--- config.mk ---
export PLATFORM = sky130hd
export DESIGN_NAME = adri_cordic
export DESIGN_NICKNAME = d
export VERILOG_FILES = /design/src/sv/adri_pkg.sv /design/src/sv/adri_cordic.sv
export SDC_FILE = /design/constraint.sdc
export NUM_CORES = 1
export LEC_CHECK = 0
export BUFFER_PORTS_ARGS = -buffer_cell sky130_fd_sc_hd__buf_2
export CAP_MARGIN = 20
export CORE_ASPECT_RATIO = 1.1
export CORE_MARGIN = 5
export CORE_UTILIZATION = 50
export CTS_CLUSTER_SIZE = 14
export DETAILED_ROUTE_END_ITERATION = 7
export GPL_TIMING_DRIVEN = 0
export PLACE_DENSITY_LB_ADDON = 0.12
export RECOVER_POWER = 25
export SYNTH_ARGS = -nofsm -noshare
export SYNTH_HDL_FRONTEND = slang
export SYNTH_SLANG_ARGS = --single-unit
--- constraint.sdc ---
create_clock -name i_clk -period 10.8 [get_ports i_clk]
set_clock_uncertainty 0.15 [all_clocks]
set_input_delay 2.7 -clock i_clk [delete_from_list [all_inputs] [get_ports i_clk]]
set_output_delay 2.7 -clock i_clk [all_outputs]
set_load 0.01 [all_outputs]
--- src/sv/adri_pkg.sv ---
// Shared types and constants for the accelerometer dead-reckoning integrator.
// Used by adri_rootdiv, adri_cordic and the top level; no dependencies.
`default_nettype none

package adri_pkg;

    localparam int CORDIC_STEPS = 16;
    localparam int ATAN_LEN     = 24;
    localparam int CD_W         = 20;
    localparam int CD_IT_W      = $clog2(ATAN_LEN);

    localparam int SQRT_STEPS   = 16;
    localparam int DIV_STEPS    = 30;
    localparam int RD_CNT_W     = $clog2(DIV_STEPS);

    localparam logic [15:0] ATAN_Q16 [ATAN_LEN] = '{
        16'd51472, 16'd30386, 16'd16055, 16'd8150, 16'd4091, 16'd2047,
        16'd1024, 16'd512, 16'd256, 16'd128, 16'd64, 16'd32,
        16'd16, 16'd8, 16'd4, 16'd2, 16'd1, 16'd0,
        16'd0, 16'd0, 16'd0, 16'd0, 16'd0, 16'd0
    };

    localparam int CFG_IDX_W = 3;
    localparam logic [CFG_IDX_W-1:0] CFG_BASELINE = 3'd0;
    localparam logic [CFG_IDX_W-1:0] CFG_TILT     = 3'd1;
    localparam logic [CFG_IDX_W-1:0] CFG_NOISE    = 3'd2;
    localparam logic [CFG_IDX_W-1:0] CFG_STILL    = 3'd3;
    localparam logic [CFG_IDX_W-1:0] CFG_STEP     = 3'd4;

    typedef enum logic {
        RD_SQRT,
        RD_DIV
    } t_rd_op;

    typedef struct packed {
        logic        start;
        t_rd_op      op;
        logic [31:0] a;     // radicand, or dividend in [29:0]
        logic [15:0] d;     // divisor
    } t_rd_cmd;

    typedef struct packed {
        logic                   start;
        logic                   vec;   // 1: vectoring, 0: rotation
        logic signed [CD_W-1:0] x;
        logic signed [CD_W-1:0] y;
        logic signed [CD_W-1:0] z;
    } t_cd_cmd;

endpackage

`default_nettype wire

--- src/sv/adri_cordic.sv ---
// Iterative CORDIC, one micro-rotation a cycle, vectoring or rotation mode.
// Depends on adri_pkg (arctangent table, widths).
`default_nettype none

module adri_cordic (
    input  wire                                 i_clk,
    input  wire                                 i_rst_n,
    input  adri_pkg::t_cd_cmd                   i_cmd,
    output logic                                o_done,
    output logic signed [adri_pkg::CD_W-1:0]    o_x,
    output logic signed [adri_pkg::CD_W-1:0]    o_y,
    output logic signed [adri_pkg::CD_W-1:0]    o_z
);

    localparam int W = adri_pkg::CD_W;

    logic                               r_busy;
    logic                               r_done;
    logic                               r_vec;
    logic [adri_pkg::CD_IT_W-1:0]       r_it;
    logic signed [W-1:0]                r_x, r_y, r_z;

    logic signed [W-1:0] dx, dy, at;
    logic                plus;

    assign dx   = r_y >>> r_it;
    assign dy   = r_x >>> r_it;
    assign at   = W'(adri_pkg::ATAN_Q16[r_it]);
    // vectoring drives y to zero, rotation drives z to zero
    assign plus = r_vec ? (r_y >= 0) : (r_z < 0);

    always_ff @(posedge i_clk) begin
        if (!i_rst_n) begin
            r_busy <= 1'b0;
            r_done <= 1'b0;
            r_vec  <= 1'b0;
            r_it   <= '0;
            r_x    <= '0;
            r_y    <= '0;
            r_z    <= '0;
        end else begin
            r_done <= 1'b0;
            if (i_cmd.start) begin
                r_busy <= 1'b1;
                r_vec  <= i_cmd.vec;
                r_it   <= '0;
                r_x    <= i_cmd.x;
                r_y    <= i_cmd.y;
                r_z    <= i_cmd.z;
            end else if (r_busy) begin
                if (plus) begin
                    r_x <= r_x + dx;
                    r_y <= r_y - dy;
                    r_z <= r_z + at;
                end else begin
                    r_x <= r_x - dx;
                    r_y <= r_y + dy;
                    r_z <= r_z - at;
                end
                if (r_it == adri_pkg::CD_IT_W'(adri_pkg::CORDIC_STEPS - 1)) begin
                    r_busy <= 1'b0;
                    r_done <= 1'b1;
                end else begin
                    r_it <= r_it + 1'b1;
                end
            end
        end
    end

    assign o_done = r_done;
    assign o_x    = r_x;
    assign o_y    = r_y;
    assign o_z    = r_z;

endmodule

`default_nettype wire

# After elaboration in Yosys (flattened, before gate mapping)
# Memory sizes are Yosys's and may differ from the RTL's.
# Index checks and enable logic that the tools add are counted.
classes:
  add_sub_neg: 7
  n_bitwise: 4
  n_lt_le_gt_ge: 3
  shifts: 2
  muxes: 16
  eq_ne: 1
  reduce_logical: 4
op_table:
  columns: ["cell", "count"]
  rows:
  - ["20-bit 2-to-1 mux", 9]
  - ["20-bit adder", 2]
  - ["20-bit by 5-bit >>> shifter with 20-bit output", 2]
  - ["20-bit subtractor", 2]
  - ["16-bit 2-to-1 mux", 2]
  - ["20-bit by 17-bit adder with 20-bit output", 1]
  - ["20-bit by 1-bit >= comparator with 1-bit output, second input constant", 1]
  - ["20-bit by 1-bit < comparator with 1-bit output, second input constant", 1]
  - ["20-bit by 17-bit subtractor with 20-bit output", 1]
  - ["6-bit >= comparator, second input constant", 1]
  - ["5-bit NOT with 6-bit output", 1]
  - ["5-bit by 1-bit adder with 5-bit output, second input constant", 1]
  - ["5-bit by 4-bit equality test with 1-bit output, second input constant", 1]
  - ["1-bit 2-to-1 mux", 5]
  - ["1-bit NOT", 3]
  - ["3-bit OR reduction", 1]
  - ["2-bit AND reduction", 1]
  - ["2-bit nonzero test", 1]
  - ["2-bit OR reduction", 1]
word_totals:
  mem_count: 1
  elab_cells: 45
  output_inout_bits: 61
  romBits: 512
  reg_bits: 68
  inputBits: 64
mem_list:
  columns: ["memory", "depth", "word_bits", "read_ports", "rd_ports_with_merged_regs", "write_ports", "line_no", "text"]
  rows:
  - ["(name not given)", 32, 16, 1, 0, 0, "adri_cordic.sv:28", "assign at = W'(adri_pkg::ATAN_Q16[r_it]);"]

# Depth between registers and ports, before layout
logic_depth:
  depth_word: 8
  mapped_depth: 24
  ltp_nobuf: 22

# Worst setup path after synthesis
# No wires, ideal clock.
synth_path:
  kind: "register to register"
  from: "reg r_it[1] in the netlist's numbering"
  to: "reg r_x[19] (netlist: o_x[19])"
  setup_time_ns: 0.122
  setup_slack_ns: 5.585
  path_stages_with_launch: 23
  t_arrival_ns: 4.944
  synth_period_minus_slack_ns: 5.215
  path_buffers: 3
  t_required_ns: 10.528
  cell_sequence: "dfxtp_1 -> buf_2 -> buf_6 -> buf_2 -> mux4_2 -> mux2i_1 -> o22ai_1 -> a31oi_1 -> ha_1 -> nand2_1 -> a2111oi_4 -> nor2_1 -> xnor2_1 -> ha_1 -> o21ai_0 -> nand2b_1 -> nand2_1 -> o31a_1 -> o21ai_0 -> a21oi_1 -> a211o_1 -> xnor3_1 -> o22ai_1"
synth_via:
  elab_chain_len: 5
  elab_cells_between_ends: 6
  classes_between: "2 x add/sub; 1 x shift; 3 x mux"
synth_lines:
  columns: ["item", "line_no", "text"]
  rows:
  - ["start: declaration", "adri_cordic.sv:20", "logic [adri_pkg::CD_IT_W-1:0] r_it;"]
  - ["start signal: assignment", "adri_cordic.sv:64", "r_it <= r_it + 1'b1;"]
  - ["20-bit by 5-bit >>> shifter with 20-bit output *", "adri_cordic.sv:26", "assign dx = r_y >>> r_it;"]
  - ["20-bit subtractor / 20-bit adder (equally long branches)", "adri_cordic.sv:56, adri_cordic.sv:52", null]
  - ["20-bit 2-to-1 mux *", "adri_cordic.sv:51", "if (plus) begin"]
  - ["20-bit 2-to-1 mux *", "adri_cordic.sv:50", "end else if (r_busy) begin"]
  - ["20-bit 2-to-1 mux *", "adri_cordic.sv:43", "if (i_cmd.start) begin"]
  - ["end signal: assignment", "adri_cordic.sv:47", "r_x <= i_cmd.x;"]
  - ["end signal: assignment", "adri_cordic.sv:52", "r_x <= r_x + dx;"]
  - ["end signal: assignment", "adri_cordic.sv:56", "r_x <= r_x - dx;"]
  - ["end: declaration", "adri_cordic.sv:21", "logic signed [W-1:0] r_x, r_y, r_z;"]
# Every way passes the cells marked *; elsewhere a longest branch is shown, timed or not. The select of a mux whose other input is x is not followed.
# A chain may end at the register's enable or synchronous reset.

# Worst setup path after layout
# Same ends and word-level chain as after synthesis.

==> summary by stage <==
CTS
In this run, post-CTS hold repair placed 0 buffers. The clock net sink count is 68. The clock root buffer is clkbuf_16. The CTS H-tree depth is 3. The clock transition at the register clock pins on the worst setup and hold paths after CTS is 70 ps. The longest clock path from root to sink contains 2 buffers.

Clock latency on the worst-skew pair, taken at its later pin, is between 300 and 400 ps. TritonCTS built the clock tree. Post-CTS repair changed the size of 0 cells. The total CTS buffers is 9.

The setup fix buffers added after clock tree synthesis is 0.

Power and ir drop
IR analysis of the VDD net gives a maximum drop of around 100 µV. The power per standard cell area is between 150 and 200 mW/mm². The leakage dissipation is between 0.004 and 0.005 µW.

STA
Timing would allow up to 152 MHz. Summed over all failing endpoints, the final setup total negative slack is 0 ps. For the pin with the worst max-slew slack, the measured transition is around 1200 ps. Setup violations remaining at the end of the flow were counted as 0. The final number of hold-violating endpoints is 0. The number of pins with negative max-slew slack in the final report came to 0.

The worst pin sits at a relative slew slack of 21.1%. Setup repair after global routing left no endpoint under its margin. The final critical-path share of the clock period is 60.8%.

After layout, the minimum clock period comes to 6560 ps.

Global routing
The total overflow reported by the global router is 0. The maximum number of pins on one net before global-route repair is 14. The via count of the first global-routing pass is roughly 10000. The first global-routing pass estimated 62.5 mm of wire.

The initial antenna violation count is 1. Global routing used 38.1% of the available tracks.

Synthesis
Of all flip-flops after synthesis, the portion carrying an async set or reset was 0%. During synthesis, Yosys emitted a total of 0 warnings. The synthesized flop and latch total is 68. The number of library cell types mapped by synthesis is 76. Sequential elements use 14.5% of the synthesized area. The synthesized instance count is 1206. The count of flip-flops with a built-in enable after synthesis is 0. After synthesis the cells add up to around 0.0094 mm². The number of nets produced by synthesis is 1348.

In this run the mean area of a mapped cell was 7.77 µm². In the synthesized netlist the dominant register cell turns out to be dfxtp_1.

Hold path
The worst min-delay path class is register to register.

Setup path
Data on the critical path is required at its endpoint by around 11000 ps. The maximum net fanout on the critical path is 10. STA classifies the critical path startpoint as a register. Traced cell by cell, the critical path runs through buf_2, buf_6, buf_2, mux4_2, mux2i_1, o311ai_0, a2111oi_4, nor2_1, xnor2_1, ha_1, or3_1, a211oi_1, o31a_1, o21ai_0, a21oi_1, a211o_1, xnor3_1, o22ai_1. On the critical path, the stage with the largest delay is an instance of a2111oi_4. In this design, the stage delay of the slowest critical-path cell is 720 ps. The cell with the most instances on the worst path is buf_2. Setup slack on the worst reg-to-reg path comes out at approximately 4200 ps.

At the worst endpoint, the arrival time is 6690 ps. The kind of critical path is register to register. The endpoint type of the worst setup path is a register.

Route
The final layout contains routed wiring with a total length of 42.8 mm. The number of routed nets with antenna violations is 0. In the routed design, unresolved DRC markers number 0. The detailed-router iteration count before antenna repair is 6. The initial detailed-routing violation count is ~1200. Dividing the detail-routed via count by the number of cells gives approximately 6.7. In the final routed layout, each cell accounts on average for 26.9 µm. Detailed routing inserted a total of 10700 vias.

Floorplanning
125 I/O pins were placed. The chip height is roughly 150 µm. The floorplan step set the die width to roughly 140 µm.

The region available for standard cell placement spans 0.0184 mm². In this run the core area contains 52 standard-cell rows. The die covers 0.0216 mm².

The initial utilization of the core area, before any placement, comes to between 50% and 60%.

Place
In this run the tool buffered the top-level ports with 123 buffer cells. At the end of routability-driven placement, the weighted congestion stood at 1.05. The cell total after placement is 1574. After legalization and detailed placement, the total HPWL measured 32.8 mm.

Cells and area
The total number of nets in the final design is 1484. From synthesis to final layout, the design area changed by 12.8%. Cells with a size suffix above 1 make up 14.1% of the layout. The post-layout instance count excluding filler cells is between 1500 and 2000.

Outcome
The run finished with clean final reports.

Job
The tool flagged a number of max-cap violations equal to 0.
cell families (layout without fill, tap and decap cells):
family,after synthesis,after routing,share of synthesized area [%]
mux,102,102,16.2
buf+inv,112,253,4.89
flops,68,68,14.5
simple gates,339,339,16.7
fa+ha+maj,78,78,10.7
other cells,0,2,0
compound gates,415,415,28.3
xor+xnor,92,92,8.75
cell usage in the layout (no fill, tap or decap), types with 8 or more instances in the layout:
cell,synthesis,final
nand2_1,91,91
or3_1,9,9
and3_1,15,15
clkbuf_16,0,9
o21ai_0,86,86
o31ai_1,9,9
o211ai_1,14,14
nand2b_1,14,14
nor2_1,128,128
ha_1,75,75
dfxtp_1,68,68
inv_1,29,29
a22oi_1,9,9
nor2b_1,13,13
o21a_1,12,12
nand4_1,9,9
mux2_2,13,13
xor2_1,27,27
buf_2,12,105
o221ai_1,8,8
clkbuf_1,56,88
mux2i_1,51,51
mux4_2,34,34
a21o_1,23,23
nor3_1,23,23
nand3_1,16,16
a21oi_1,134,134
a211oi_1,30,30
xnor2_1,64,64
o21bai_1,10,10
a31oi_1,18,18
worst paths after layout:
check | from | end | cells after the start
min reg2reg | o_z[12] | o_z[12] | 2
min | o_z[12] | o_z[12] | 2
max reg2reg | r_it[1] | o_x[19] | 18
max | r_it[1] | o_x[19] | 18
flip-flops by register name, summed over array words and instances, names as in the netlist:
register  cells
o_x          20
o_y          20
o_z          20
r_it          5
o_done        1
r_busy        1
r_vec         1
per-stage QoR:
stage	hold slack, ps	util, %	total power [µW]	instance area, µm²	setup WS (ps)
2_1_floorplan	357	-	1110	9370	5580
3_3_place_gp	378	55.9	1380	10300	4080
3_5_place_dp	393	55.9	1400	10300	4280
4_1_cts	402	57.6	1720	10600	4260
5_1_grt	437	57.4	1850	10600	3900
6_report	404	57.4	1750	10600	4240
cell type report:
class,count,area (µm²)
fill,1812,7850
multi-input combinational,1026,7550
sequential,68,1360
timing repair buffer,125,589
buffer,78,330
tap,243,304
clock buffer,9,225
inverter,34,128
clock inverter,7,73.8
antenna,2,5.00
critical path, delay by kind of cell, from the launching register on:
family / cells / cell delay (ps)
buffers and inverters: 3 / 910
adder cells (fa/ha/maj): 1 / 230
flip-flops: 1 / 560
AND/OR/NAND/NOR: 2 / 500
multiplexers: 2 / 1170
XOR/XNOR: 2 / 560
AO/OA/AOI/OAI: 8 / 2380
synth_stat cells (4+ instances only):
library cell | instances | area share, %
clkinv_1 | 4 | 0.16
a21oi_1 | 134 | 7.2
nand3_1 | 16 | 0.85
o221ai_1 | 8 | 0.75
o31ai_1 | 9 | 0.72
o21bai_1 | 10 | 0.80
a311oi_1 | 4 | 0.37
and3_1 | 15 | 1.0
ha_1 | 75 | 10
nor2_1 | 128 | 5.1
o22ai_1 | 6 | 0.40
o211ai_1 | 14 | 1.1
o21ai_0 | 86 | 4.6
inv_1 | 29 | 1.2
a21o_1 | 23 | 1.8
nand4_1 | 9 | 0.60
a211o_1 | 7 | 0.65
nand2_1 | 91 | 3.6
xor2_1 | 27 | 2.5
o21a_1 | 12 | 0.96
dfxtp_1 | 68 | 15
buf_1 | 5 | 0.20
mux2i_1 | 51 | 5.4
mux4_2 | 34 | 8.2
or3_1 | 9 | 0.60
a211oi_1 | 30 | 2.4
nor4_1 | 4 | 0.27
nor2b_1 | 13 | 0.87
buf_4 | 4 | 0.32
a31oi_1 | 18 | 1.2
nor3_1 | 23 | 1.2
xnor2_1 | 64 | 6.0
a41oi_1 | 6 | 0.56
a22oi_1 | 9 | 0.72
and2_1 | 6 | 0.40
clkbuf_1 | 56 | 2.2
mux2_2 | 13 | 1.6
a221o_1 | 4 | 0.43
buf_2 | 12 | 0.64
nand2b_1 | 14 | 0.93
routing by layer:
metal / track usage [%] / share of wire, % / vias to the layer above
met5: 0 / 0 / -
met4: 23.7 / 7.2 / 0
met3: 6.65 / 9.3 / 185
met2: 58.8 / 44 / 698
met1: 49.2 / 40 / 5072
li1: - / - / 4786
where the power goes:
group	internal [µW]	leakage (µW)	switching (µW)	total (µW)
combinational	452	0.00374	641	1090
clock	181	0.000146	142	323
sequential	278	0.000564	59.1	337
Power figures use the tool's default switching activity.
