[src/sv/adri_pkg.sv]
// Shared types and constants for the accelerometer dead-reckoning integrator.
// Used by adri_rootdiv, adri_cordic and the top level; no dependencies.
`default_nettype none

package adri_pkg;

    localparam int CORDIC_STEPS = 16;
    localparam int ATAN_LEN     = 24;
    localparam int CD_W         = 20;
    localparam int CD_IT_W      = $clog2(ATAN_LEN);

    localparam int SQRT_STEPS   = 16;
    localparam int DIV_STEPS    = 30;
    localparam int RD_CNT_W     = $clog2(DIV_STEPS);

    localparam logic [15:0] ATAN_Q16 [ATAN_LEN] = '{
        16'd51472, 16'd30386, 16'd16055, 16'd8150, 16'd4091, 16'd2047,
        16'd1024, 16'd512, 16'd256, 16'd128, 16'd64, 16'd32,
        16'd16, 16'd8, 16'd4, 16'd2, 16'd1, 16'd0,
        16'd0, 16'd0, 16'd0, 16'd0, 16'd0, 16'd0
    };

    localparam int CFG_IDX_W = 3;
    localparam logic [CFG_IDX_W-1:0] CFG_BASELINE = 3'd0;
    localparam logic [CFG_IDX_W-1:0] CFG_TILT     = 3'd1;
    localparam logic [CFG_IDX_W-1:0] CFG_NOISE    = 3'd2;
    localparam logic [CFG_IDX_W-1:0] CFG_STILL    = 3'd3;
    localparam logic [CFG_IDX_W-1:0] CFG_STEP     = 3'd4;

    typedef enum logic {
        RD_SQRT,
        RD_DIV
    } t_rd_op;

    typedef struct packed {
        logic        start;
        t_rd_op      op;
        logic [31:0] a;     // radicand, or dividend in [29:0]
        logic [15:0] d;     // divisor
    } t_rd_cmd;

    typedef struct packed {
        logic                   start;
        logic                   vec;   // 1: vectoring, 0: rotation
        logic signed [CD_W-1:0] x;
        logic signed [CD_W-1:0] y;
        logic signed [CD_W-1:0] z;
    } t_cd_cmd;

endpackage

`default_nettype wire

[src/sv/adri_rootdiv.sv]
// Iterative integer square root (2 bits a step) and unsigned divider (1 bit a step).
// Depends on adri_pkg.
`default_nettype none

module adri_rootdiv (
    input  wire                  i_clk,
    input  wire                  i_rst_n,
    input  adri_pkg::t_rd_cmd    i_cmd,
    output logic                 o_done,
    output logic [29:0]          o_res
);

    logic                               r_busy;
    logic [adri_pkg::RD_CNT_W-1:0]      r_cnt;
    adri_pkg::t_rd_op                   r_op;
    logic [31:0]                        r_src;
    logic [18:0]                        r_rem;
    logic [29:0]                        r_res;
    logic [15:0]                        r_d;
    logic                               r_done;

    logic [18:0] sq_rem2, sq_trial;
    logic [16:0] dv_rem2;

    assign sq_rem2  = {r_rem[16:0], r_src[31:30]};
    assign sq_trial = {1'b0, r_res[15:0], 2'b01};
    assign dv_rem2  = {r_rem[15:0], r_src[31]};

    always_ff @(posedge i_clk) begin
        if (!i_rst_n) begin
            r_busy <= 1'b0;
            r_done <= 1'b0;
            r_cnt  <= '0;
            r_op   <= adri_pkg::RD_SQRT;
            r_src  <= '0;
            r_rem  <= '0;
            r_res  <= '0;
            r_d    <= '0;
        end else begin
            r_done <= 1'b0;
            if (i_cmd.start) begin
                r_busy <= 1'b1;
                r_op   <= i_cmd.op;
                r_d    <= i_cmd.d;
                r_rem  <= '0;
                r_res  <= '0;
                if (i_cmd.op == adri_pkg::RD_SQRT) begin
                    r_src <= i_cmd.a;
                    r_cnt <= adri_pkg::RD_CNT_W'(adri_pkg::SQRT_STEPS - 1);
                end else begin
                    r_src <= {i_cmd.a[29:0], 2'b00};
                    r_cnt <= adri_pkg::RD_CNT_W'(adri_pkg::DIV_STEPS - 1);
                end
            end else if (r_busy) begin
                if (r_op == adri_pkg::RD_SQRT) begin
                    r_src <= {r_src[29:0], 2'b00};
                    if (sq_rem2 >= sq_trial) begin
                        r_rem <= sq_rem2 - sq_trial;
                        r_res <= {r_res[28:0], 1'b1};
                    end else begin
                        r_rem <= sq_rem2;
                        r_res <= {r_res[28:0], 1'b0};
                    end
                end else begin
                    r_src <= {r_src[30:0], 1'b0};
                    if (dv_rem2 >= {1'b0, r_d}) begin
                        r_rem <= 19'(dv_rem2 - {1'b0, r_d});
                        r_res <= {r_res[28:0], 1'b1};
                    end else begin
                        r_rem <= 19'(dv_rem2);
                        r_res <= {r_res[28:0], 1'b0};
                    end
                end
                if (r_cnt == '0) begin
                    r_busy <= 1'b0;
                    r_done <= 1'b1;
                end else begin
                    r_cnt <= r_cnt - 1'b1;
                end
            end
        end
    end

    assign o_done = r_done;
    assign o_res  = r_res;

endmodule

`default_nettype wire

[config.mk]
export PLATFORM = sky130hd
export DESIGN_NAME = adri_rootdiv
export DESIGN_NICKNAME = d
export VERILOG_FILES = /design/src/sv/adri_pkg.sv /design/src/sv/adri_rootdiv.sv
export SDC_FILE = /design/constraint.sdc
export NUM_CORES = 1
export LEC_CHECK = 0
export BUFFER_PORTS_ARGS = -buffer_cell sky130_fd_sc_hd__buf_2
export CORE_ASPECT_RATIO = 1.2
export CORE_MARGIN = 10
export CORE_UTILIZATION = 38
export DETAILED_ROUTE_END_ITERATION = 12
export MAX_ROUTING_LAYER = met4
export PLACE_DENSITY = 0.55
export RECOVER_POWER = 100
export SYNTH_ARGS = -nofsm -noshare
export SYNTH_HDL_FRONTEND = slang
export SYNTH_SLANG_ARGS = --single-unit
[constraint.sdc]
create_clock -name i_clk -period 3.6 [get_ports i_clk]
set_input_delay 0.54 -clock i_clk [delete_from_list [all_inputs] [get_ports i_clk]]
set_output_delay 0.54 -clock i_clk [all_outputs]
set_load 0.1 [all_outputs]
-- Yosys cells after proc, flatten, opt, wreduce, memory -nomap -nowiden
Index checks and enable logic that the tools add are counted.
- bits in registers: 103
- latch bits: 0
- RAM bits: 0
- memory bits (read-only): 0
- input port bits: 52
- output and inout port bits: 31
- logic and storage cells: 39
- memories: 0
- $add $sub $neg: 3
- $mul: 0
- div/mod/pow operators: 0
- magnitude comparators: 2
- equality and inequality tests: 1
- shift operators: 0
- muxes and demuxes: 18
- bitwise gates (word level): 2
- reduce and logical (&&, ||, !) cells: 5
- operator list (cell ; count):
    32-bit 2-to-1 mux ; 4
    17-bit 2-to-1 mux ; 3
    5-bit 2-to-1 mux ; 4
    19-bit by 18-bit >= comparator with 1-bit output ; 1
    17-bit by 16-bit >= comparator with 1-bit output ; 1
    17-bit by 16-bit subtractor with 17-bit output ; 1
    17-bit subtractor ; 1
    1-bit 2-to-1 mux ; 7
    5-bit zero test ; 1
    5-bit by 1-bit subtractor with 5-bit output, second input constant ; 1
    3-bit OR reduction ; 1
    2-bit inequality test, second input constant ; 1
    1-bit NOT ; 2
    2-bit AND reduction ; 1
    2-bit nonzero test ; 1
    2-bit OR reduction ; 1

-- Logic depth before layout (Yosys ltp)
Gate-level depths: netlist (run 1).
- word-level depth: 4
- depth in mapped cells: 12
- mapped depth without buffers: 12

-- Worst setup path after synthesis (run 1)
OpenSTA, ideal clock, no wires.
- path type: reg2reg
- start: register r_res[12] (netlist: o_res[12])
- end: register r_rem[5]
- library setup time: 0.115 ns
- arrival time: 3.059 ns
- required time: 3.485 ns
- setup slack: 0.427 ns
- stages on the path, launching flop included: 13
- path buffers: 2
- period minus slack after synthesis: 3.173 ns
- path through: dfxtp_1 inv_1 ha_1 buf_4 nand3_2 or3_4 o31a_1 o311ai_2 nand2_4 buf_6 a211oi_1 a311oi_1 o21a_1
- word-level cells in the longest chain between the ends: 3
- RTL lines (item ; RTL line ; RTL):
    from (decl) ; adri_rootdiv.sv:18 ; logic [29:0] r_res;
    from (signal assigned) ; adri_rootdiv.sv:59 ; r_res <= {r_res[28:0], 1'b1};
    from (signal assigned) ; adri_rootdiv.sv:62 ; r_res <= {r_res[28:0], 1'b0};
    from (signal assigned) ; adri_rootdiv.sv:68 ; r_res <= {r_res[28:0], 1'b1};
    19-bit by 18-bit >= comparator with 1-bit output ; adri_rootdiv.sv:57 ; if (sq_rem2 >= sq_trial) begin
    17-bit 2-to-1 mux ; adri_rootdiv.sv:57 ;
    17-bit 2-to-1 mux ; adri_rootdiv.sv:55 ; if (r_op == adri_pkg::RD_SQRT) begin
    to (signal assigned) ; adri_rootdiv.sv:58 ; r_rem <= sq_rem2 - sq_trial;
    to (signal assigned) ; adri_rootdiv.sv:61 ; r_rem <= sq_rem2;
    to (signal assigned) ; adri_rootdiv.sv:67 ; r_rem <= 19'(dv_rem2 - {1'b0, r_d});
    to (decl) ; adri_rootdiv.sv:17 ; logic [18:0] r_rem;
Every way passes these cells.
A chain may end at the register's enable or synchronous reset.

-- Final worst setup path (run 1)
- start: register r_rem[9]
- end: register r_rem[0]
- word-level cells in the longest chain between the ends: 3
- elaborated cells on any way between the ends: 5
- classes of those cells: 2 x order compare; 3 x mux
- RTL lines (item ; RTL line):
    19-bit by 18-bit >= comparator with 1-bit output / 17-bit by 16-bit >= comparator with 1-bit output (equally long branches) ; adri_rootdiv.sv:57, adri_rootdiv.sv:66
    17-bit 2-to-1 mux, on equally long branches ; adri_rootdiv.sv:57, adri_rootdiv.sv:66
    17-bit 2-to-1 mux (*) ; adri_rootdiv.sv:55
Mark *: on every way between the ends. The rest lies on a longest branch, timed or not.

==> results.sh, run 1 <==
export IMPL_status="complete, but fails checks"
export IMPL_failed_checks="max-capacitance violations, max-slew violations"
export IMPL_reg2reg_slack_ns=0.66
export IMPL_synth_seq_cells=103
export IMPL_worstSkewPairLatency_ns=0.36
export IMPL_ff2ff_path_depth=8
export IMPL_tns_ns=0
export IMPL_ir_drop_mv=0.2528
export IMPL_hold_path_depth=3
export IMPL_clock_skew_ns=0.009741
export IMPL_cts_tree="yes"
export IMPL_worstMarginPinSlew_ns=2.316
export IMPL_die_h_um=168.3
export IMPL_drv_cap=2
export IMPL_clock_fmax_ghz=0.3396
export IMPL_post_drt_wl_per_cell_um=15.51
export IMPL_grt_pass1_wl_um=28580
export IMPL_cts_sinks=103
export IMPL_reg2reg_to="r_rem[0]$_SDFFE_PP0P_"
export IMPL_path_clk_slew_ns=0.07
export IMPL_cts_setup_buffers=0
export IMPL_async_flop_share_pct=0
export IMPL_synth_edff_count=0
export IMPL_final_nets=967
export IMPL_crit_fanout=13
export IMPL_finalCritPeriodShare_pct=81.79
export IMPL_synth_cells=829
export IMPL_netlist_area_mm2=0.006963
export IMPL_min_period_ns=2.945
export IMPL_grt_start_max_net_pins=76
export IMPL_drc_errors=0
export IMPL_drt_iter0_drc=206
export IMPL_crit_arrival_ns=3.23
export IMPL_pwr_density_cell_mw_per_mm2=477.7
export IMPL_placed_area_mm2=0.007503
export IMPL_drv_slew=66
export IMPL_cts_resized=0
export IMPL_die_area_mm2=0.02416
export IMPL_cts_buffers=9
export IMPL_yosysTopAreaCellShare_pct=29.61
export IMPL_ys_flop_type="dfxtp_1"
export IMPL_whs_endpoint="r_d[3]$_SDFFE_PN0P_"
export IMPL_setup_viol=0
export IMPL_grt_overflow=0
export IMPL_num_vias=5920
export IMPL_first_pass_iters=4
export IMPL_rows=54
export IMPL_synthTopCellsByArea="dfxtp_1 (30%), mux2i_1 (17%), ha_1 (6.5%), a21oi_1 (4.8%), o211a_1 (4.6%)"
export IMPL_grt_setup_unrepaired="false"
export IMPL_cts_buffer_depth=2
export IMPL_start_util_pct=38.45
export IMPL_core_area_mm2=0.01811
export IMPL_antenna_found_initial=0
export IMPL_critPathLaunchType="flip-flop"
export IMPL_crit_type="flip-flop to flip-flop"
export IMPL_ant_nets=0
export IMPL_synthToLayoutAreaGrowth_pct=11.97
export IMPL_design_area_mm2=0.007796
export IMPL_dieWidth_um=143.6
export IMPL_synth_warnings=0
export IMPL_ys_types=68
export IMPL_cts_max_level=3
export IMPL_syn_avg_cell_area_um2=8.399
export IMPL_gr_usage_all_layers_pct=14.76
export IMPL_wirelength_um=17170
export IMPL_cts_hold_buf=0
export IMPL_clockRootBuffer="clkbuf_16"
export IMPL_worstSetupEndpointType="flip-flop"
export IMPL_yosysMostFrequentCell="mux2i_1"
export IMPL_ys_seq_area_share_pct=29.61
export IMPL_n_antenna_cell=0
export IMPL_pin_count=83
export IMPL_yosysTopAreaCell="dfxtp_1"
export IMPL_drive_gt1_share_pct=10.31
export IMPL_port_buffers=82
export IMPL_p_leak_nw=3.445
export IMPL_grt_pass1_vias=6027
export IMPL_nFillCells=1919
export IMPL_min_delay_start="i_cmd[3]"
export IMPL_hold_class="input port to flip-flop"
export IMPL_hpwlAfterDp_um=12980
export IMPL_hold_violations=0
export IMPL_via_per_inst=5.348
export IMPL_synth_common_cells="mux2i_1 (119), dfxtp_1 (103), nor2_1 (82)"
export IMPL_cp_required_ns=3.88
export IMPL_gp_routability_congestion=0.9134
export IMPL_r2r_start="r_rem[9]$_SDFFE_PP0P_"
export IMPL_slew_headroom_pct=-54.43
export IMPL_synth_nets=918
==> registers in the layout, summed over array words and instances (netlist names) <==
name / cells
r_op: 1
r_src: 32
r_d: 16
o_res: 30
r_rem: 17
r_busy: 1
r_cnt: 5
o_done: 1
==> layout by cell type, fill, tap and decap left out, types with 4 or more instances in the layout <==
cell and instances:
a211oi_1 9, ha_1 36, clkbuf_16 9, o21a_1 11
nand2_1 60, a21o_1 11, mux2i_1 119, and3_1 4
dfxtp_1 102, xnor2_1 16, inv_1 44, nor2_1 82
buf_2 50, a211o_1 6, xor2_1 9, clkbuf_1 34
o211a_1 32, nand3_1 13, o21ai_0 17, nor3_1 17
nand2b_1 4, o21ai_1 8, nor2b_1 29, a21oi_1 67
o211ai_1 7, a31oi_1 8, buf_4 4
==> cell type report <==
type | count | area, um^2 | share of cell area (%)
clock inverters | 5 | 105.1 | 1.348
repair buffers | 89 | 414.1 | 5.312
multi-input cells | 630 | 4522 | 58.00
well taps | 224 | 280.3 | 3.595
inverters | 45 | 168.9 | 2.167
clock buffers | 11 | 242.7 | 3.113
flip-flops and latches | 103 | 2063 | 26.46
==> how the worst max path moves through the flow <==
stage                                       from                     end  cells after the start
after floorplan           o_res[12]$_SDFFE_PP0P_   r_rem[5]$_SDFFE_PP0P_                     12
after global placement    r_rem[12]$_SDFFE_PP0P_  r_rem[12]$_SDFFE_PP0P_                      9
after detailed placement  r_src[31]$_SDFFE_PN0P_  r_rem[16]$_SDFFE_PP0P_                     12
after CTS                 r_src[31]$_SDFFE_PN0P_  r_rem[16]$_SDFFE_PP0P_                     12
after global routing                   i_cmd[49]   r_src[0]$_SDFFE_PN0P_                      5
final                      r_rem[9]$_SDFFE_PP0P_   r_rem[0]$_SDFFE_PP0P_                      8
==> routing by layer <==
metal / vias up / GRT usage (%) / part of all wire, %
met4: 0 / 6.314 / 2.5
li1: 3073 / - / -
met2: 94 / 25.32 / 50
met5: - / - / 0
met1: 2722 / 16.78 / 45
met3: 31 / 1.998 / 2.5
==> logic make-up after synthesis <==
logic type      Yosys count  synth area share (%)
compound gates          213                 21.58
xor+xnor                 25                 3.145
fa+ha+maj                37                 6.756
buf+inv                  96                 5.445
flops                   103                 29.61
mux                     125                 18.08
simple gates            230                 15.38
==> through the flow <==
step | cells | setup slack [ns] | hold WS (ns) | util, % | total power, mW
4_1_cts | 1107 | 0.7233 | 0.4265 | 43.36 | 3.767
6_report | 1107 | 0.6555 | 0.4391 | 43.06 | 3.724
5_1_grt | 1107 | 0.3377 | 0.4400 | 43.06 | 3.951
2_1_floorplan | 829 | 0.4269 | 0.4687 | - | 2.355
3_3_place_gp | 1091 | 0.7838 | 0.4689 | 41.44 | 2.611
3_5_place_dp | 1091 | 0.7609 | 0.4821 | 41.44 | 2.603
==> power by group <==
part / internal [mW] / switching, mW / leakage [nW]
Sequential: 1.20 / 0.0636 / 0.845
Clock: 0.699 / 0.445 / 0.162
Combinational: 0.582 / 0.734 / 2.44
Total: 2.48 / 1.24 / 3.44
==> worst max-delay path, stage by stage, from the launching register on <==
cell and delay (ns):
dfxtp_1 0.36, ha_1 0.40, a21oi_1 0.27, o21ai_0 0.20, a2111oi_2 0.44, and2_0 0.63, a211oi_1 0.17, a211o_1 0.29
a21oi_1 0.11
(Power assumes the default switching activity.)
==> inputs of run 2 (changes only) <==
--- a/config.mk
+++ b/config.mk
@@ -5,13 +5,14 @@
 export SDC_FILE = /design/constraint.sdc
 export NUM_CORES = 1
 export LEC_CHECK = 0
+export ABC_AREA = 1
 export BUFFER_PORTS_ARGS = -buffer_cell sky130_fd_sc_hd__buf_2
 export CORE_ASPECT_RATIO = 1.2
 export CORE_MARGIN = 10
 export CORE_UTILIZATION = 38
 export DETAILED_ROUTE_END_ITERATION = 12
 export MAX_ROUTING_LAYER = met4
-export PLACE_DENSITY = 0.55
+export PLACE_DENSITY = 0.57
 export RECOVER_POWER = 100
 export SYNTH_ARGS = -nofsm -noshare
 export SYNTH_HDL_FRONTEND = slang
==> constraint.sdc (replaced) <==
create_clock -name i_clk -period 2.6 [get_ports i_clk]
set_input_delay 0.39 -clock i_clk [delete_from_list [all_inputs] [get_ports i_clk]]
set_output_delay 0.39 -clock i_clk [all_outputs]
set_load 0.1 [all_outputs]
==> results.sh, run 2 <==
export IMPL_status="finished, final reports clean"
export IMPL_die_area_mm2=0.02477
export IMPL_cts_tree="yes"
export IMPL_ys_types=42
export IMPL_placed_area_mm2=0.007863
export IMPL_synth_cells=1120
export IMPL_pwr_density_cell_mw_per_mm2=612.5
export IMPL_ys_flop_type="dfxtp_1"
export IMPL_ys_seq_area_share_pct=28.78
export IMPL_drc_errors=0
export IMPL_worstSkewPairLatency_ns=0.36
export IMPL_largest_reg_flops=32
export IMPL_finalCritPeriodShare_pct=87.74
export IMPL_post_drt_wl_per_cell_um=14.43
export IMPL_gr_usage_all_layers_pct=17.08
export IMPL_hpwlAfterDp_um=16230
export IMPL_crit_top_cell="nand2_1"
export IMPL_setup_viol=0
export IMPL_synthToLayoutAreaGrowth_pct=12.92
export IMPL_synth_warnings=0
export IMPL_hold_class="input port to flip-flop"
export IMPL_clock_fmax_ghz=0.4383
export IMPL_cts_sinks=103
export IMPL_grt_pass1_wl_um=34610
export IMPL_crit_arrival_ns=2.54
export IMPL_crit_buf_inv=3
export IMPL_async_flop_share_pct=0
export IMPL_core_area_mm2=0.01838
export IMPL_hold_violations=0
export IMPL_first_pass_iters=6
export IMPL_drive_gt1_share_pct=11.21
export IMPL_ant_nets=0
export IMPL_mostFrequentLayoutCells="nand2_1 (219), inv_1 (144), a21oi_1 (113)"
export IMPL_grt_overflow=0
export IMPL_tns_ns=0
export IMPL_yosysMostFrequentCell="nand2_1"
export IMPL_drv_cap=0
export IMPL_netlist_area_mm2=0.007164
export IMPL_max_stage_delay_ns=0.45
export IMPL_synth_nets=1209
export IMPL_final_nets=1271
export IMPL_nFillCells=2042
export IMPL_cpMaxStageDelayCell="fa_1"
export IMPL_final_common_cell="nand2_1"
export IMPL_synth_xor_area_share_pct=1.834
export IMPL_grt_pass1_vias=7152
export IMPL_grt_setup_unrepaired="false"
export IMPL_drv_slew=0
export IMPL_cts_setup_buffers=0
export IMPL_cts_buffer_depth=2
export IMPL_crit_type="flip-flop to flip-flop"
export IMPL_critPathTopFamily="simple AND/OR/NAND/NOR gates"
export IMPL_grt_start_max_net_pins=51
export IMPL_antenna_found_initial=0
export IMPL_num_vias=7363
export IMPL_critPathLaunchType="flip-flop"
export IMPL_start_util_pct=38.98
export IMPL_synth_common_cells="nand2_1 (219), inv_1 (145), a21oi_1 (113)"
export IMPL_yosysTopAreaCell="dfxtp_1"
export IMPL_clock_skew_ns=0.01152
export IMPL_ir_drop_mv=0.3172
export IMPL_p_leak_nw=3.746
export IMPL_synth_seq_cells=103
export IMPL_n_antenna_cell=0
export IMPL_synth_compound_area_share_pct=20.70
export IMPL_die_h_um=170.4
export IMPL_synth_top_family_by_area="simple AND/OR/NAND/NOR gates"
export IMPL_yosysTopAreaCellShare_pct=28.78
export IMPL_synth_edff_count=0
export IMPL_design_area_mm2=0.008090
export IMPL_synth_simple_area_share_pct=30.95
export IMPL_path_clk_slew_ns=0.07
export IMPL_cts_buffers=9
export IMPL_worstMarginPinSlew_ns=1.211
export IMPL_slew_headroom_pct=19.62
export IMPL_synthTopCellsByArea="dfxtp_1 (29%), nand2_1 (11%), a21oi_1 (7.9%), inv_1 (7.6%), o21ai_0 (7.5%)"
export IMPL_port_buffers=82
export IMPL_clockRootBuffer="clkbuf_16"
export IMPL_synth_area_mux_share_pct=0
export IMPL_crit_fanout=7
export IMPL_worstPathCellList="inv_2 -> ha_1 -> inv_1 -> fa_1 -> nand3_1 -> nand3_1 -> nand2_1 -> nand2_1 -> nand2_1 -> nand2_1 -> nand2_1 -> nand3_1 -> nand3_1 -> nand3_1 -> nand2_1 -> inv_1"
export IMPL_pin_count=83
export IMPL_cp_required_ns=2.86
export IMPL_rows=54
export IMPL_min_period_ns=2.281
export IMPL_via_per_inst=5.120
export IMPL_syn_avg_cell_area_um2=6.397
export IMPL_dieWidth_um=145.3
export IMPL_worstSetupEndpointType="flip-flop"
export IMPL_cts_max_level=3
export IMPL_wirelength_um=20750
export IMPL_cts_hold_buf=0
export IMPL_drt_iter0_drc=438
export IMPL_gp_routability_congestion=0.9317
export IMPL_largest_register="r_src"
export IMPL_synthAdderAreaFrac_pct=6.567
export IMPL_cts_resized=0
==> run 2: changes by cell type after synthesis, sizes merged, moves of 34 or more <==
cell and change:
nor2 +34, mux2i -119, a21oi +49, o21ai +83, inv +102, nand2 +171
nand3 +96
==> run 2: per-layer routing <==
layer  share of wire [%]  up-vias  global-route usage (%)
met4                 2.6        0                   5.898
met5                   0        -                       -
met3                 2.9       32                   2.123
li1                    -     3862                       -
met2                  51      132                   30.88
met1                  44     3337                   19.09
==> run 2: report_power, final <==
part | internal [mW] | switching [mW] | leakage (nW)
Combinational | 0.617 | 1.20 | 2.75
Clock | 0.768 | 0.622 | 0.141
Sequential | 1.68 | 0.0728 | 0.852
Total | 3.06 | 1.89 | 3.75
==> run 2: logic make-up (layout without fill, tap and decap cells) <==
group,after synthesis,after routing
AND/OR/NAND/NOR,495,495
AO/OA/AOI/OAI,266,266
XOR/XNOR,15,15
buffers and inverters,204,270
flip-flops,103,103
adder cells (fa/ha/maj),37,37
==> run 2: worst min-delay path, cell delays in order <==
cell and delay (ns):
buf_2 0.10, nor2_1 0.05, nor2_1 0.08
==> run 2: final cells by class <==
cell class | instances | area [um^2] | area share, %
sequential | 103 | 2076 | 25.66
multi-input combinational | 813 | 4297 | 53.11
timing repair buffer | 107 | 549.3 | 6.789
tap | 252 | 315.3 | 3.897
inverter | 148 | 555.5 | 6.867
clock inverter | 5 | 58.81 | 0.7269
clock buffer | 10 | 239.0 | 2.954
==> run 2: through the flow <==
stage                     util, %  hold slack, ns  setup WS [ns]  total power, mW  std cells
after floorplan                 -          0.4325        0.01953            3.206       1120
after global placement      42.78          0.4468         0.1777            3.616       1423
after detailed placement    42.78          0.4508         0.2105            3.614       1423
after CTS                   44.40          0.2898         0.1974            5.018       1438
after global routing        44.02          0.3165        0.02693            5.316       1438
final                       44.02          0.2972         0.3187            4.955       1438
==> run 2: path summary, 6_finish.rpt <==
check                                            start                     end  slack [ns]  cells past startpoint
worst max-delay path            r_src[31]$_SDFFE_PN0P_  r_rem[14]$_SDFFE_PP0P_        0.32                     16
worst min-delay path                          i_cmd[0]     r_d[0]$_SDFFE_PN0P_        0.30                      3
worst max register to register  r_src[31]$_SDFFE_PN0P_  r_rem[14]$_SDFFE_PP0P_        0.32                     16
worst min register to register  o_res[29]$_SDFFE_PP0P_  o_res[29]$_SDFFE_PP0P_        0.46                      2
